**config.mk**
```make
export PLATFORM = sky130hd
export DESIGN_NAME = multi_motor_encoder_tracker_unit
export DESIGN_NICKNAME = d
export VERILOG_FILES = /design/src/design/mmet_pkg.sv /design/src/design/mmet_ram.sv /design/src/design/mmet_unwrap.sv /design/src/design/mmet_scale.sv /design/src/design/multi_motor_encoder_tracker_unit.sv
export SDC_FILE = /design/constraint.sdc
export NUM_CORES = 2
export LEC_CHECK = 0
export BUFFER_PORTS_ARGS = -buffer_cell sky130_fd_sc_hd__buf_2
export CORE_AREA = 5 5 566 344
export CTS_CLUSTER_DIAMETER = 120
export DETAILED_ROUTE_END_ITERATION = 12
export DIE_AREA = 0 0 571 349
export PLACE_DENSITY = 0.56
export SLEW_MARGIN = 20
export SYNTH_ARGS = -nofsm -noshare
export SYNTH_HDL_FRONTEND = slang
export SYNTH_SLANG_ARGS = --single-unit
```
**constraint.sdc**
```tcl
create_clock -name clk -period 13.24 [get_ports clk]
set_input_delay 1.986 -clock clk [delete_from_list [all_inputs] [get_ports clk]]
set_output_delay 1.986 -clock clk [all_outputs]
set_load 0.01 [all_outputs]
```
**src/design/mmet_pkg.sv**
```systemverilog
// Shared types and constants of the multi-motor encoder tracker.
`default_nettype none
package mmet_pkg;

  localparam int unsigned ID_W      = 11;
  localparam int unsigned ANGLE_W   = 13;
  localparam int unsigned SPEED_W   = 16;
  localparam int unsigned RATE_W    = 14;
  localparam int unsigned FC_W      = 4;
  localparam int unsigned ID_REGS   = 4;
  localparam int unsigned ID_SEL_W  = 2;
  localparam int unsigned CFG_IDX_W = 4;
  localparam int unsigned CAL_LAST  = 10;

  localparam logic [ID_W-1:0] ID_RESET [ID_REGS] = '{11'd513, 11'd514, 11'd515, 11'd516};

  // unwrap thresholds and one full turn, on the 15-bit signed angle difference
  localparam logic signed [14:0] WRAP_HI  = 15'sd5000;
  localparam logic signed [14:0] WRAP_LO  = -15'sd5000;
  localparam logic signed [14:0] COUNTS15 = 15'sd8192;

  // degrees: total * 360 / 8192, truncated toward zero
  localparam logic signed [40:0] DEG_MUL  = 41'sd360;
  localparam logic signed [40:0] DEG_BIAS = 41'sd8191;

  typedef struct packed {
    logic                      hit;
    logic [1:0]                motor;
    logic                      cal;
    logic signed [SPEED_W-1:0] speed;
    logic signed [RATE_W-1:0]  rate;
    logic [31:0]               turns;
    logic [31:0]               total;
  } mmet_s1_t;

endpackage
`default_nettype wire

```
**src/design/mmet_ram.sv**
```systemverilog
// Small synchronous RAM, one write and one read port, valid bits and write-to-read bypass.
`default_nettype none
module mmet_ram #(
  parameter int unsigned W     = 8,
  parameter int unsigned DEPTH = 4,
  parameter int unsigned AW    = 2
) (
  input  logic          clk,
  input  logic          rst,
  input  logic          we,
  input  logic [AW-1:0] waddr,
  input  logic [W-1:0]  wdata,
  input  logic          re,
  input  logic [AW-1:0] raddr,
  output logic [W-1:0]  rdata
);

  logic [W-1:0]     mem [DEPTH];
  logic [DEPTH-1:0] vld;
  logic [W-1:0]     mem_q;
  logic [W-1:0]     byp_data;
  logic             byp_q;
  logic             vld_q;

  always_ff @(posedge clk) begin
    if (we) begin
      mem[waddr] <= wdata;
    end
    if (re) begin
      mem_q    <= mem[raddr];
      byp_data <= wdata;
    end
  end

  // never-written entries read as zero
  always_ff @(posedge clk) begin
    if (rst) begin
      vld   <= '0;
      byp_q <= 1'b0;
      vld_q <= 1'b0;
    end else begin
      if (we) begin
        vld[waddr] <= 1'b1;
      end
      if (re) begin
        byp_q <= we && (waddr == raddr);
        vld_q <= vld[raddr];
      end
    end
  end

  assign rdata = byp_q ? byp_data : (vld_q ? mem_q : '0);

endmodule
`default_nettype wire

```
**src/design/mmet_unwrap.sv**
```systemverilog
// Angle unwrap, turn count, total count and running ring sum update.
`default_nettype none
module mmet_unwrap #(
  parameter int unsigned SUM_W = 18
) (
  input  logic [12:0]       ang,
  input  logic [12:0]       off,
  input  logic [12:0]       last,
  input  logic [31:0]       turns,
  input  logic [SUM_W-1:0]  sum,
  input  logic [13:0]       ring_old,
  output logic [13:0]       rate,
  output logic [31:0]       turns_next,
  output logic [31:0]       total,
  output logic [SUM_W-1:0]  sum_next
);
  import mmet_pkg::*;

  logic signed [14:0] diff;
  logic signed [14:0] rate15;

  always_comb begin
    diff = $signed({2'b00, ang}) - $signed({2'b00, last});
    priority if (diff > WRAP_HI) begin
      turns_next = turns - 32'd1;
      rate15     = diff - COUNTS15;
    end else if (diff < WRAP_LO) begin
      turns_next = turns + 32'd1;
      rate15     = diff + COUNTS15;
    end else begin
      turns_next = turns;
      rate15     = diff;
    end
    rate     = rate15[13:0];
    total    = {turns_next[18:0], 13'b0} + {19'b0, ang} - {19'b0, off};
    sum_next = sum - {{(SUM_W-14){ring_old[13]}}, ring_old}
                   + {{(SUM_W-14){rate[13]}}, rate};
  end

endmodule
`default_nettype wire

```
**src/design/mmet_scale.sv**
```systemverilog
// Degree scaling and ring mean: multiply stage, then the output register.
`default_nettype none
module mmet_scale #(
  parameter int unsigned SUM_W      = 18,
  parameter int unsigned RING_DEPTH = 5
) (
  input  logic                clk,
  input  logic                rst,
  input  logic                in_valid,
  output logic                in_ready,
  input  mmet_pkg::mmet_s1_t  in_info,
  input  logic [SUM_W-1:0]    in_sum,
  output logic                out_valid,
  input  logic                out_ready,
  output logic [3:0]          out_user,  // id_matched, motor_index[1:0], calibrating
  output logic [135:0]        out_data   // speed_out, raw_rate, turn_count, total_count,
                                         // total_degrees, filtered_rate
);
  import mmet_pkg::*;

  localparam int unsigned DIV_SH = SUM_W + 5;
  localparam logic [DIV_SH:0] RECIP =
    (DIV_SH+1)'(((64'd1 << DIV_SH) + 64'(RING_DEPTH) - 64'd1) / 64'(RING_DEPTH));

  logic                     v2;
  mmet_s1_t                 info2;
  logic signed [40:0]       degp;
  logic [SUM_W+DIV_SH:0]    qp;
  logic                     sneg;
  logic                     s2_load;
  logic                     o_load;
  logic [SUM_W-1:0]         abs_sum;
  logic signed [40:0]       deg_b;
  logic [13:0]              quo;
  logic [13:0]              filt;
  logic                     live;

  assign s2_load  = in_valid && in_ready;
  assign o_load   = v2 && (!out_valid || out_ready);
  assign in_ready = !v2 || o_load;
  assign abs_sum  = in_sum[SUM_W-1] ? (~in_sum + 1'b1) : in_sum;

  always_ff @(posedge clk) begin
    if (rst) begin
      v2        <= 1'b0;
      out_valid <= 1'b0;
    end else begin
      if (s2_load) begin
        v2 <= 1'b1;
      end else if (o_load) begin
        v2 <= 1'b0;
      end
      if (o_load) begin
        out_valid <= 1'b1;
      end else if (out_ready) begin
        out_valid <= 1'b0;
      end
    end
  end

  always_ff @(posedge clk) begin
    if (s2_load) begin
      info2 <= in_info;
      degp  <= $signed(in_info.total) * DEG_MUL;
      qp    <= abs_sum * RECIP;
      sneg  <= in_sum[SUM_W-1];
    end
  end

  // truncation toward zero: bias negatives before the shift
  always_comb begin
    deg_b = degp + (degp[40] ? DEG_BIAS : 41'sd0);
    quo   = qp[DIV_SH +: 14];
    filt  = sneg ? (~quo + 1'b1) : quo;
    live  = info2.hit && !info2.cal;
  end

  always_ff @(posedge clk) begin
    if (o_load) begin
      out_user <= {info2.cal, info2.motor, info2.hit};
      out_data <= live ? {filt, deg_b[40:13], info2.total, info2.turns,
                          info2.rate, info2.speed} : '0;
    end
  end

endmodule
`default_nettype wire

```
**src/design/multi_motor_encoder_tracker_unit.sv**
```systemverilog
// Top level of the multi-motor encoder tracker: config, id match, state memories, pipeline.
//
//  channel | dir | handshake          | payload
//  --------+-----+--------------------+--------------------------------------------------
//  s_      | in  | s_tvalid/s_tready  | tdata: frame_id, angle_word, speed_word
//  m_      | out | m_tvalid/m_tready  | tuser: flags and motor; tdata: numeric results
//  cfg_    | in  | cfg_valid/cfg_ready| cfg_index, cfg_data (motor id registers 0..3)
//
// Throughput is one item per cycle while m_tready keeps the output draining. The rate
// is set by the per-motor record RAM read-modify-write: read at acceptance, written
// back when the item leaves stage 1, with a bypass when the next item hits the same motor.
// Reset (rst, synchronous) restores the id registers and clears all per-motor state;
// RAM valid bits make unwritten entries read as zero, so no clearing pass is needed.
// Each stage holds while the stage after it is full, so s_tready stays high while a
// result waits at the output, until all three stages are occupied.
`default_nettype none
module multi_motor_encoder_tracker_unit #(
  parameter int unsigned RING_DEPTH  = 5,
  parameter int unsigned MOTOR_COUNT = 4
) (
  input  logic         clk,
  input  logic         rst,
  // feedback frames
  input  logic         s_tvalid,
  output logic         s_tready,
  input  logic [39:0]  s_tdata,   // frame_id[10:0], angle_word[23:11], speed_word[39:24]
  // results
  output logic         m_tvalid,
  input  logic         m_tready,
  output logic [3:0]   m_tuser,   // id_matched[0], motor_index[2:1], calibrating[3]
  output logic [135:0] m_tdata,   // speed_out[15:0], raw_rate[29:16], turn_count[61:30],
                                  // total_count[93:62], total_degrees[121:94],
                                  // filtered_rate[135:122]
  // register writes
  input  logic         cfg_valid,
  output logic         cfg_ready,
  input  logic [3:0]   cfg_index,
  input  logic [10:0]  cfg_data
);
  import mmet_pkg::*;

  // only as many motors as there are id registers can ever match
  localparam int unsigned NMOT    = (MOTOR_COUNT < ID_REGS) ? MOTOR_COUNT : ID_REGS;
  localparam int unsigned MI_W    = (NMOT > 1) ? $clog2(NMOT) : 1;
  localparam int unsigned PTR_W   = (RING_DEPTH > 1) ? $clog2(RING_DEPTH) : 1;
  localparam int unsigned RING_N  = NMOT * RING_DEPTH;
  localparam int unsigned RING_AW = (RING_N > 1) ? $clog2(RING_N) : 1;
  // ring sum holds RING_DEPTH signed 14-bit rates
  localparam int unsigned SUM_W   = 15 + $clog2(RING_DEPTH);
  // record layout: offset, last angle, turns, ring sum (low to high)
  localparam int unsigned REC_W   = 58 + SUM_W;

  // ---------------- configuration ----------------
  logic [ID_W-1:0] id_reg [ID_REGS];

  assign cfg_ready = 1'b1;

  always_ff @(posedge clk) begin
    if (rst) begin
      id_reg <= ID_RESET;
    end else if (cfg_valid && (cfg_index < CFG_IDX_W'(ID_REGS))) begin
      id_reg[cfg_index[ID_SEL_W-1:0]] <= cfg_data;
    end
  end

  // ---------------- stage 0: accept, match, issue reads ----------------
  logic [ID_W-1:0]    fid;
  logic [12:0]        ang;
  logic [15:0]        spd;
  logic               accept;
  logic               hit;
  logic [MI_W-1:0]    mi;
  logic               cal;
  logic [FC_W-1:0]    fc [NMOT];
  logic [PTR_W-1:0]   ptr [NMOT];
  logic [FC_W-1:0]    fc_sel;
  logic [PTR_W-1:0]   ptr_sel;
  logic [PTR_W-1:0]   ptr_next;
  logic [RING_AW-1:0] ring_addr;

  assign fid    = s_tdata[10:0];
  assign ang    = s_tdata[23:11];
  assign spd    = s_tdata[39:24];
  assign accept = s_tvalid && s_tready;

  // lowest-numbered motor wins on duplicate ids
  always_comb begin
    hit = 1'b0;
    mi  = '0;
    for (int i = NMOT - 1; i >= 0; i--) begin
      if (id_reg[i] == fid) begin
        hit = 1'b1;
        mi  = MI_W'(i);
      end
    end
  end

  always_comb begin
    fc_sel    = fc[mi];
    ptr_sel   = ptr[mi];
    cal       = hit && (fc_sel <= FC_W'(CAL_LAST));
    ptr_next  = (ptr_sel == PTR_W'(RING_DEPTH - 1)) ? '0 : ptr_sel + 1'b1;
    ring_addr = RING_AW'(RING_AW'(mi) * RING_AW'(RING_DEPTH) + RING_AW'(ptr_sel));
  end

  // calibration count and ring pointer depend only on themselves, so they advance
  // here and never need forwarding
  always_ff @(posedge clk) begin
    if (rst) begin
      for (int i = 0; i < NMOT; i++) begin
        fc[i]  <= '0;
        ptr[i] <= '0;
      end
    end else if (accept && hit) begin
      if (cal) begin
        fc[mi] <= fc_sel + 1'b1;
      end else begin
        ptr[mi] <= ptr_next;
      end
    end
  end

  // ---------------- stage 1: modify and write back ----------------
  logic               s1_valid;
  logic               s1_hit;
  logic [MI_W-1:0]    s1_mi;
  logic               s1_cal;
  logic [12:0]        s1_ang;
  logic [15:0]        s1_spd;
  logic [RING_AW-1:0] s1_raddr;
  logic               s1_adv;
  logic               sc_ready;

  always_ff @(posedge clk) begin
    if (rst) begin
      s1_valid <= 1'b0;
    end else if (accept) begin
      s1_valid <= 1'b1;
    end else if (s1_adv) begin
      s1_valid <= 1'b0;
    end
  end

  always_ff @(posedge clk) begin
    if (accept) begin
      s1_hit   <= hit;
      s1_mi    <= mi;
      s1_cal   <= cal;
      s1_ang   <= ang;
      s1_spd   <= spd;
      s1_raddr <= ring_addr;
    end
  end

  assign s1_adv   = s1_valid && sc_ready;
  assign s_tready = !s1_valid || sc_ready;

  logic [REC_W-1:0] rec_rdata;
  logic [REC_W-1:0] rec_wdata;
  logic [13:0]      ring_rdata;
  logic [12:0]      rd_off;
  logic [12:0]      rd_last;
  logic [31:0]      rd_turns;
  logic [SUM_W-1:0] rd_sum;
  logic [13:0]      rate;
  logic [31:0]      turns_next;
  logic [31:0]      total;
  logic [SUM_W-1:0] sum_next;
  mmet_s1_t         s1_info;

  assign rd_off   = rec_rdata[12:0];
  assign rd_last  = rec_rdata[25:13];
  assign rd_turns = rec_rdata[57:26];
  assign rd_sum   = rec_rdata[58 +: SUM_W];

  // per-motor record: read at accept, written when the item leaves stage 1
  mmet_ram #(
    .W     (REC_W),
    .DEPTH (NMOT),
    .AW    (MI_W)
  ) u_rec_ram (
    .clk   (clk),
    .rst   (rst),
    .we    (s1_adv && s1_hit),
    .waddr (s1_mi),
    .wdata (rec_wdata),
    .re    (accept),
    .raddr (mi),
    .rdata (rec_rdata)
  );

  // rate ring, one row of RING_DEPTH entries per motor
  mmet_ram #(
    .W     (14),
    .DEPTH (RING_N),
    .AW    (RING_AW)
  ) u_ring_ram (
    .clk   (clk),
    .rst   (rst),
    .we    (s1_adv && s1_hit && !s1_cal),
    .waddr (s1_raddr),
    .wdata (rate),
    .re    (accept),
    .raddr (ring_addr),
    .rdata (ring_rdata)
  );

  mmet_unwrap #(
    .SUM_W (SUM_W)
  ) u_unwrap (
    .ang        (s1_ang),
    .off        (rd_off),
    .last       (rd_last),
    .turns      (rd_turns),
    .sum        (rd_sum),
    .ring_old   (ring_rdata),
    .rate       (rate),
    .turns_next (turns_next),
    .total      (total),
    .sum_next   (sum_next)
  );

  // calibration frames only relatch offset and last angle
  always_comb begin
    if (s1_cal) begin
      rec_wdata = {rd_sum, rd_turns, s1_ang, s1_ang};
    end else begin
      rec_wdata = {sum_next, turns_next, s1_ang, rd_off};
    end
    s1_info.hit   = s1_hit;
    s1_info.motor = 2'(s1_mi);
    s1_info.cal   = s1_cal;
    s1_info.speed = s1_spd;
    s1_info.rate  = rate;
    s1_info.turns = turns_next;
    s1_info.total = total;
  end

  // ---------------- stages 2 and 3: scaling and output register ----------------
  mmet_scale #(
    .SUM_W      (SUM_W),
    .RING_DEPTH (RING_DEPTH)
  ) u_scale (
    .clk       (clk),
    .rst       (rst),
    .in_valid  (s1_valid),
    .in_ready  (sc_ready),
    .in_info   (s1_info),
    .in_sum    (sum_next),
    .out_valid (m_tvalid),
    .out_ready (m_tready),
    .out_user  (m_tuser),
    .out_data  (m_tdata)
  );

  // ---------------- checks ----------------
  a_fc_bound: assert property (@(posedge clk) disable iff (rst)
    accept && hit |-> fc[mi] <= FC_W'(CAL_LAST + 1))
    else $error("calibration count past its limit");

  a_ptr_bound: assert property (@(posedge clk) disable iff (rst)
    accept && hit |-> ptr[mi] <= PTR_W'(RING_DEPTH - 1))
    else $error("ring pointer out of range");

  a_take_when_free: assert property (@(posedge clk) disable iff (rst)
    !s1_valid |-> s_tready)
    else $error("input stalled with stage 1 empty");

  a_reset_empty: assert property (@(posedge clk)
    rst |=> !m_tvalid)
    else $error("result presented right after reset");

endmodule
`default_nettype wire

```
**Word level (Yosys, flattened, before mapping)**

Memory sizes are Yosys's and may differ from the RTL's. A register that Yosys moved wholly into a read port is not among the register bits.
Cells that the tools add are included.

- Add/sub/neg operators: 15
- $mul: 3
- Order comparisons: 12
- Equality and inequality tests: 7
- Muxes and demuxes: 58
- Bitwise logic cells: 5
- Reduce and logical (&&, ||, !) cells: 27

Operator list:

| cell | number |
|---|---|
| 76-bit 2-to-1 mux | 3 |
| 14-bit 2-to-1 mux | 5 |
| 32-bit 2-to-1 mux | 2 |
| 44-bit bitwise mux | 1 |
| 11-bit equality test | 4 |
| 41-bit adder | 1 |
| 32-bit by 7-bit multiplier with 38-bit output (second input constant) | 1 |
| 18-bit by 20-bit multiplier with 36-bit output (second input constant) | 1 |
| 32-bit by 1-bit adder with 32-bit output (second input constant) | 1 |
| 32-bit by 13-bit adder with 32-bit output | 1 |
| 32-bit by 1-bit subtractor with 32-bit output (second input constant) | 1 |
| 32-bit by 13-bit subtractor with 32-bit output | 1 |
| 1-bit 2-to-1 mux | 30 |
| 11-bit demux with 2-bit select | 1 |
| 20-bit OR | 1 |
| 18-bit by 1-bit adder with 18-bit output (second input constant) | 1 |
| 18-bit adder | 1 |
| 18-bit 2-to-1 mux | 1 |
| 18-bit inverter | 1 |
| 18-bit subtractor | 1 |
| 14-bit by 1-bit adder with 14-bit output (second input constant) | 1 |
| 14-bit adder (second input constant) | 1 |
| 14-bit greater-than comparator (second input constant) | 1 |
| 1-bit logical AND | 14 |
| 35 further kinds | 51 |

- Flip-flop bits (word level): 516
- RAM bits: 612
- Bits of input ports: 60
- Output and inout port bits: 143
- Word-level logic and storage cells: 164
- Memories: 4

Memory list:

| name | depth | bits a word | read ports | clocked after Yosys merged registers in | write ports | RTL line | source |
|---|---|---|---|---|---|---|---|
| u_rec_ram.mem | 4 | 76 | 1 | 1 | 1 | mmet_ram.sv:18 | `logic [W-1:0] mem [DEPTH];` |
| u_ring_ram.mem | 20 | 14 | 1 | 1 | 1 | mmet_ram.sv:18 |  |
| fc | 4 | 4 | 1 | 0 | 4 | multi_motor_encoder_tracker_unit.sv:74 | `logic [FC_W-1:0] fc [NMOT];` |
| ptr | 4 | 3 | 1 | 0 | 4 | multi_motor_encoder_tracker_unit.sv:75 | `logic [PTR_W-1:0] ptr [NMOT];` |

**Longest topological paths before layout**

An unclocked memory read counts as a cell.

- Depth after elaboration: 14
- Gate-level depth with buffers: 55
- Gate-level depth less buffers: 49

**By module**

From an unflattened synthesis, not the netlist that was laid out.

- Cell total of the unflattened synthesis: 4170
- Area total of the unflattened synthesis: 59376.9 um2

By module, submodules not included:

| module | times used | cells each | area each (um2) | sequential area each (um2) |
|---|---|---|---|---|
| mmet_scale | 1 | 1666 | 19892.8 | 8718.4 |
| mmet_ram (u_rec_ram) | 1 | 672 | 16563.4 | 13813.2 |
| mmet_ram (u_ring_ram) | 1 | 678 | 12844.8 | 9689.3 |
| multi_motor_encoder_tracker_unit | 1 | 544 | 5904.4 | 2882.8 |
| mmet_unwrap | 1 | 610 | 4171.5 | 0.0 |

**Least setup slack after synthesis**

Ideal clock, no wire load.

- Path kind: register to register
- Start: register u_rec_ram.vld_q
- End: register u_scale.qp[36] (data pin)
- Setup time: 158 ps
- Arrival: 13363 ps
- Data required time: 13082 ps
- Setup slack: -281 ps
- Stages on the path, launching flop included: 49
- Buffers on the path: 7
- Period minus slack after synthesis: 13521 ps
- Path through: dfxtp_1 > nor2b_1 > buf_2 > buf_1 > clkbuf_1 > buf_1 > clkbuf_1 > buf_1 > a22oi_1 > ha_1 > nand2b_1 > a21oi_1 > xor2_1 > a221oi_1 > a2111oi_2 > a21oi_1 > a22oi_4 > inv_1 > (+13 left out) > fa_1 > inv_1 > fa_1 > inv_1 > fa_1 > inv_1 > fa_1 > fa_1 > inv_1 > ha_1 > a21o_1 > a21o_1 > a21oi_1 > nand2_1 > o2111a_1 > or3_4 > a2111o_1 > o211ai_1

- Word-level cells in the longest chain between the ends: 11
- Elaborated cells on any way between the ends: 15
- Classes of those cells: 6 x add/sub; 1 x mul; 2 x order compare; 5 x mux; 1 x bitwise

RTL lines:

| item | RTL line | source |
|---|---|---|
| start: declaration | mmet_ram.sv:23 | `logic vld_q;` |
| start signal: assignment | mmet_ram.sv:47 | `vld_q <= vld[raddr];` |
| 76-bit 2-to-1 mux (*) (2 in a row) | mmet_ram.sv:52 | `assign rdata = byp_q ? byp_data : (vld_q ? mem_q : '0);` |
| 13-bit by 13-bit subtractor with 14-bit output (*) | mmet_unwrap.sv:23 | `diff = $signed({2'b00, ang}) - $signed({2'b00, last});` |
| 14-bit adder or 14-bit < comparator (tied branches) | mmet_unwrap.sv:29, mmet_unwrap.sv:27 |  |
| 14-bit 2-to-1 mux | mmet_unwrap.sv:27 | `end else if (diff < WRAP_LO) begin` |
| 14-bit 2-to-1 mux (*) | mmet_unwrap.sv:24 | `priority if (diff > WRAP_HI) begin` |
| net rate[3] | multi_motor_encoder_tracker_unit.sv:165 | `logic [13:0] rate;` |
| 18-bit adder (*) | mmet_unwrap.sv:37 | `+ {{(SUM_W-14){rate[13]}}, rate};` |
| net sum_next[17] | multi_motor_encoder_tracker_unit.sv:168 | `logic [SUM_W-1:0] sum_next;` |
| 18-bit inverter | mmet_scale.sv:41 | `assign abs_sum = in_sum[SUM_W-1] ? (~in_sum + 1'b1) : in_sum;` |
| 18-bit by 1-bit adder with 18-bit output | mmet_scale.sv:41 |  |
| 18-bit 2-to-1 mux (*) | mmet_scale.sv:41 |  |
| 18-bit by 20-bit multiplier with 36-bit output (*) | mmet_scale.sv:65 | `qp <= abs_sum * RECIP;` |
| end signal: assignment | mmet_scale.sv:65 |  |
| end: declaration | mmet_scale.sv:28 | `logic [SUM_W+DIV_SH:0] qp;` |

The timed path passes the listed nets; every way through them passes the cells marked *.
A chain may end at the register's enable or synchronous reset.

**Worst setup path in the final report**

- Start: register u_rec_ram.vld_q
- End: register u_scale.qp[36] (data pin)

- Word-level cells in the longest chain between the ends: 11
- Elaborated cells on any way between the ends: 15
- Classes of those cells: 6 x add/sub; 1 x mul; 2 x order compare; 5 x mux; 1 x bitwise

RTL lines:

| item | RTL line |
|---|---|
| 76-bit 2-to-1 mux (*) (2 in a row) | mmet_ram.sv:52 |
| 13-bit by 13-bit subtractor with 14-bit output (*) | mmet_unwrap.sv:23 |
| 14-bit adder or 14-bit < comparator (tied branches) | mmet_unwrap.sv:29, mmet_unwrap.sv:27 |
| 14-bit 2-to-1 mux | mmet_unwrap.sv:27 |
| 14-bit 2-to-1 mux (*) | mmet_unwrap.sv:24 |
| net rate[13] | multi_motor_encoder_tracker_unit.sv:165 |
| 18-bit adder (*) | mmet_unwrap.sv:37 |
| 18-bit inverter | mmet_scale.sv:41 |
| 18-bit by 1-bit adder with 18-bit output | mmet_scale.sv:41 |
| 18-bit 2-to-1 mux (*) | mmet_scale.sv:41 |
| 18-bit by 20-bit multiplier with 36-bit output (*) | mmet_scale.sv:65 |

Marked as above.

==> flow_summary_export.csv <==
group,metric,value,unit
drt,vias_per_cell,4.754,
synthesis,synth_cell_types,97,
placement,io_buffers,201,
grt,gr-usage-all-layers,14.13,%
timing,post-route-min-period,12.47,ns
grt,grt_pass1_vias,33360,
run_status,status,"finished clean",
final_layout,final_area,66820,um2
critical_path,critical_path.startpoint_type,"register",
final_layout,instances_no_fill,7021,
drt,antenna_left,0,
clocking,numClockSinks,1194,
die,die_w,571,um
critical_path,reg2reg_to,"u_scale.qp[36]$_DFFE_PP_",
synthesis,synth_warnings,0,
synthesis,syn_area_per_cell,14.14,um2
final_layout,regMostFlops,"u_rec_ram.mem",
critical_path,crit_arrival,13.05,ns
critical_path,required,13.82,ns
critical_path,reg2reg_depth,48,
min_path,hp-class,"register to register",
timing,rsz0062_at_grt,"false",
drt,dr.pass1.iters,6,
run,max_cap_viol_count,0,
critical_path,crit_path_end_kind,"register",
min_path,hold_path_end,"u_scale.info2[91]$_DFFE_PP_",
critical_path,worst-path-buf-inv,9,
final_layout,fin_nets,4912,
synthesis,syn-num-nets,4634,
synthesis,ys_ff_latch,1194,
timing,worstMarginPinSlew,1.142,ns
critical_path,reg2reg_slack,0.77,ns
drt,drt_iter0_markers,2886,
clocking,cts-buffers-inserted,117,
final_layout,area_growth,14.88,%
grt,grt_max_degree,126,
grt,antenna_found_initial,8,
grt,grt_pass1_wl,214500,um
drt,totalWireLength,143100,um
clocking,ctsHtreeMaxLevel,3,
placement,place_area,62670,um2
min_path,hold_start,"s1_spd[13]$_DFFE_PP_",
die,boundaryPins,203,
synthesis,syn_inst,4114,
critical_path,critPathTopFamily,"adder cells",
placement,dp_cells,6782,
die,core_area,189100,um2
final_layout,layout-drive-gt1-share,14.95,%
timing,period_share,94.21,%
synthesis,synth_area,58170,um2
synthesis,yosysSeqAreaShare,60.35,%
clocking,clock_path_buffers,3,
grt,gr-total-overflow,0,
placement,routabilityCongestion,0.8617,
clocking,tritoncts,"done",
clocking,path_clk_slew,0.06,ns
die,start_util,30.76,%
min_path,hold_path_depth,0,
synthesis,synth_ff_type,"edfxtp_1",
critical_path,slowest_delay,0.58,ns
drt,wl_per_cell,20.38,um
timing,finalMaxSlewViolations,0,
clocking,clk_latency,0.77,ns
timing,final.setup.tns,0,ns
timing,fmax,80.17,MHz
critical_path,crit_type,"register to register",
timing,fin_skew,0.06259,ns
final_layout,top_regs,"u_rec_ram.mem: 304 flops, u_ring_ram.mem: 280 flops, u_scale.out_data: 136 flops",
synthesis,synthArstFlopShare,0,%
timing,hold_viol,0,
die,rows,124,
drt,num_vias,33380,
clocking,cts_root_buf,"clkbuf_16",
final_layout,largest_register_ffs,304,
die,die_y,349,um
placement,dp_hpwl,96630,um
synthesis,synth_edf_count,1119,
timing,relSlewSlack,23.85,%
timing,setup_viol,0,
critical_path,cp_max_fo,28,
drt,drc,0,
die,dieArea,199300,um2
clocking,hold_buffers,0,
critical_path,worst_path_max_delay_cell,"fa_1",
critical_path,regToRegStartpoint,"u_rec_ram.vld_q$_SDFFE_PP0P_",
## cell usage in the layout (no fill, tap or decap), types with 22 or more instances in the layout
master	n
clkinv_1	23
a22oi_1	148
a22o_1	26
and3_1	23
o21ai_0	136
mux2_2	22
dfxtp_1	73
and2_1	108
clkbuf_16	117
xnor2_1	132
buf_4	87
mux2i_1	132
a21o_1	52
nand2_1	138
buf_2	201
fa_1	171
ha_1	287
mux4_2	90
nor2_1	296
inv_1	422
xor2_1	113
nand3_1	43
nor3_1	38
clkinv_2	26
a21oi_1	92
edfxtp_1	1119
## synthesized netlist by cell type, drive strengths merged, types with 13 or more instances
| cell type | count | area, um2 |
|---|---|---|
| clkbuf | 100 | 375.4 |
| fa | 171 | 3423 |
| a21o | 52 | 390.4 |
| xnor2 | 137 | 1215 |
| nor3 | 47 | 240.2 |
| nand2b | 14 | 87.58 |
| a22o | 26 | 227.7 |
| a21oi | 95 | 479.2 |
| nor2b | 17 | 106.4 |
| or3 | 15 | 98.84 |
| nand2 | 138 | 518.0 |
| o21a | 14 | 105.1 |
| nand4 | 19 | 118.9 |
| a22oi | 149 | 1132 |
| buf | 34 | 142.6 |
| edfxtp | 1119 | 33600 |
| a31oi | 13 | 81.33 |
| nor2 | 305 | 1160 |
| ha | 289 | 3616 |
| xor2 | 118 | 1041 |
| and3 | 25 | 161.4 |
| mux4 | 90 | 2027 |
| and2 | 111 | 696.9 |
| nand3 | 43 | 215.2 |
| o21ai | 139 | 695.7 |
| nor4 | 15 | 93.84 |
| o21bai | 19 | 142.6 |
| dfxtp | 75 | 1501 |
| inv | 428 | 1607 |
| mux2 | 22 | 247.7 |
| mux2i | 132 | 1321 |
## worst reg2reg max path, delay by kind of cell, from the launching register on
kind	cells	cell delay [ns]
fa+ha+maj	10	4.62
compound gates	18	3.52
simple gates	10	2.05
buf+inv	9	1.13
xor+xnor	1	0.57
flops	1	0.42
## area by class of cell
| class | instances | area (um2) |
|---|---|---|
| Tap cell | 2520 | 3153 |
| Antenna cell | 6 | 15.01 |
| Inverter | 429 | 1622 |
| Timing Repair Buffer | 293 | 1723 |
| Sequential cell | 1194 | 35110 |
| Clock inverter | 83 | 950.9 |
| Fill cell | 18140 | 122300 |
| Multi-Input combinational cell | 2357 | 21220 |
| Clock buffer | 139 | 3030 |
## metal layers
metal / share of wire [%] / global-route usage (%)
met5: 0.024 / 0
met4: 1.7 / 2.752
met3: 7.2 / 3.647
met2: 41 / 20.07
met1: 50 / 21.65
## logic make-up (layout without fill, tap and decap cells)
| family | after synthesis | after routing | synth area share (%) |
|---|---|---|---|
| flops | 1194 | 1194 | 60.35 |
| mux | 244 | 244 | 6.182 |
| buf+inv | 563 | 944 | 3.661 |
| compound gates | 606 | 606 | 7.176 |
| xor+xnor | 257 | 257 | 3.960 |
| other cells | 1 | 7 | 0.006447 |
| fa+ha+maj | 460 | 460 | 12.10 |
| simple gates | 789 | 789 | 6.565 |
## per-stage QoR
stage	utilization (%)	setup WS [ns]	hold WS, ns
finish	35.33	0.7673	0.4126
global route	35.33	0.07688	0.4226
CTS	35.24	0.4736	0.4159
detailed placement	33.14	0.5347	0.4045
global placement	33.13	0.7707	0.4017
floorplan	-	0.04599	0.4003
## repair_timing
item	CTS	global route
resized for setup	0	7
endpoints found under the setup margin	0	13
setup buffers	0	8
## worst max path at each step
| stage | start | end | cells past startpoint |
|---|---|---|---|
| detailed placement | u_rec_ram.vld_q$_SDFFE_PP0P_ | u_scale.qp[36]$_DFFE_PP_ | 45 |
| finish | u_rec_ram.vld_q$_SDFFE_PP0P_ | u_scale.qp[36]$_DFFE_PP_ | 48 |
| floorplan | u_rec_ram.vld_q$_SDFFE_PP0P_ | u_scale.qp[36]$_DFFE_PP_ | 49 |
| global route | u_rec_ram.vld_q$_SDFFE_PP0P_ | u_scale.qp[36]$_DFFE_PP_ | 48 |
| global placement | u_rec_ram.vld_q$_SDFFE_PP0P_ | u_scale.qp[35]$_DFFE_PP_ | 44 |
| CTS | u_rec_ram.vld_q$_SDFFE_PP0P_ | u_scale.qp[36]$_DFFE_PP_ | 45 |
Power is not shown: default switching activity piles up to over one toggle a cycle in this logic, so the estimate is an artifact.
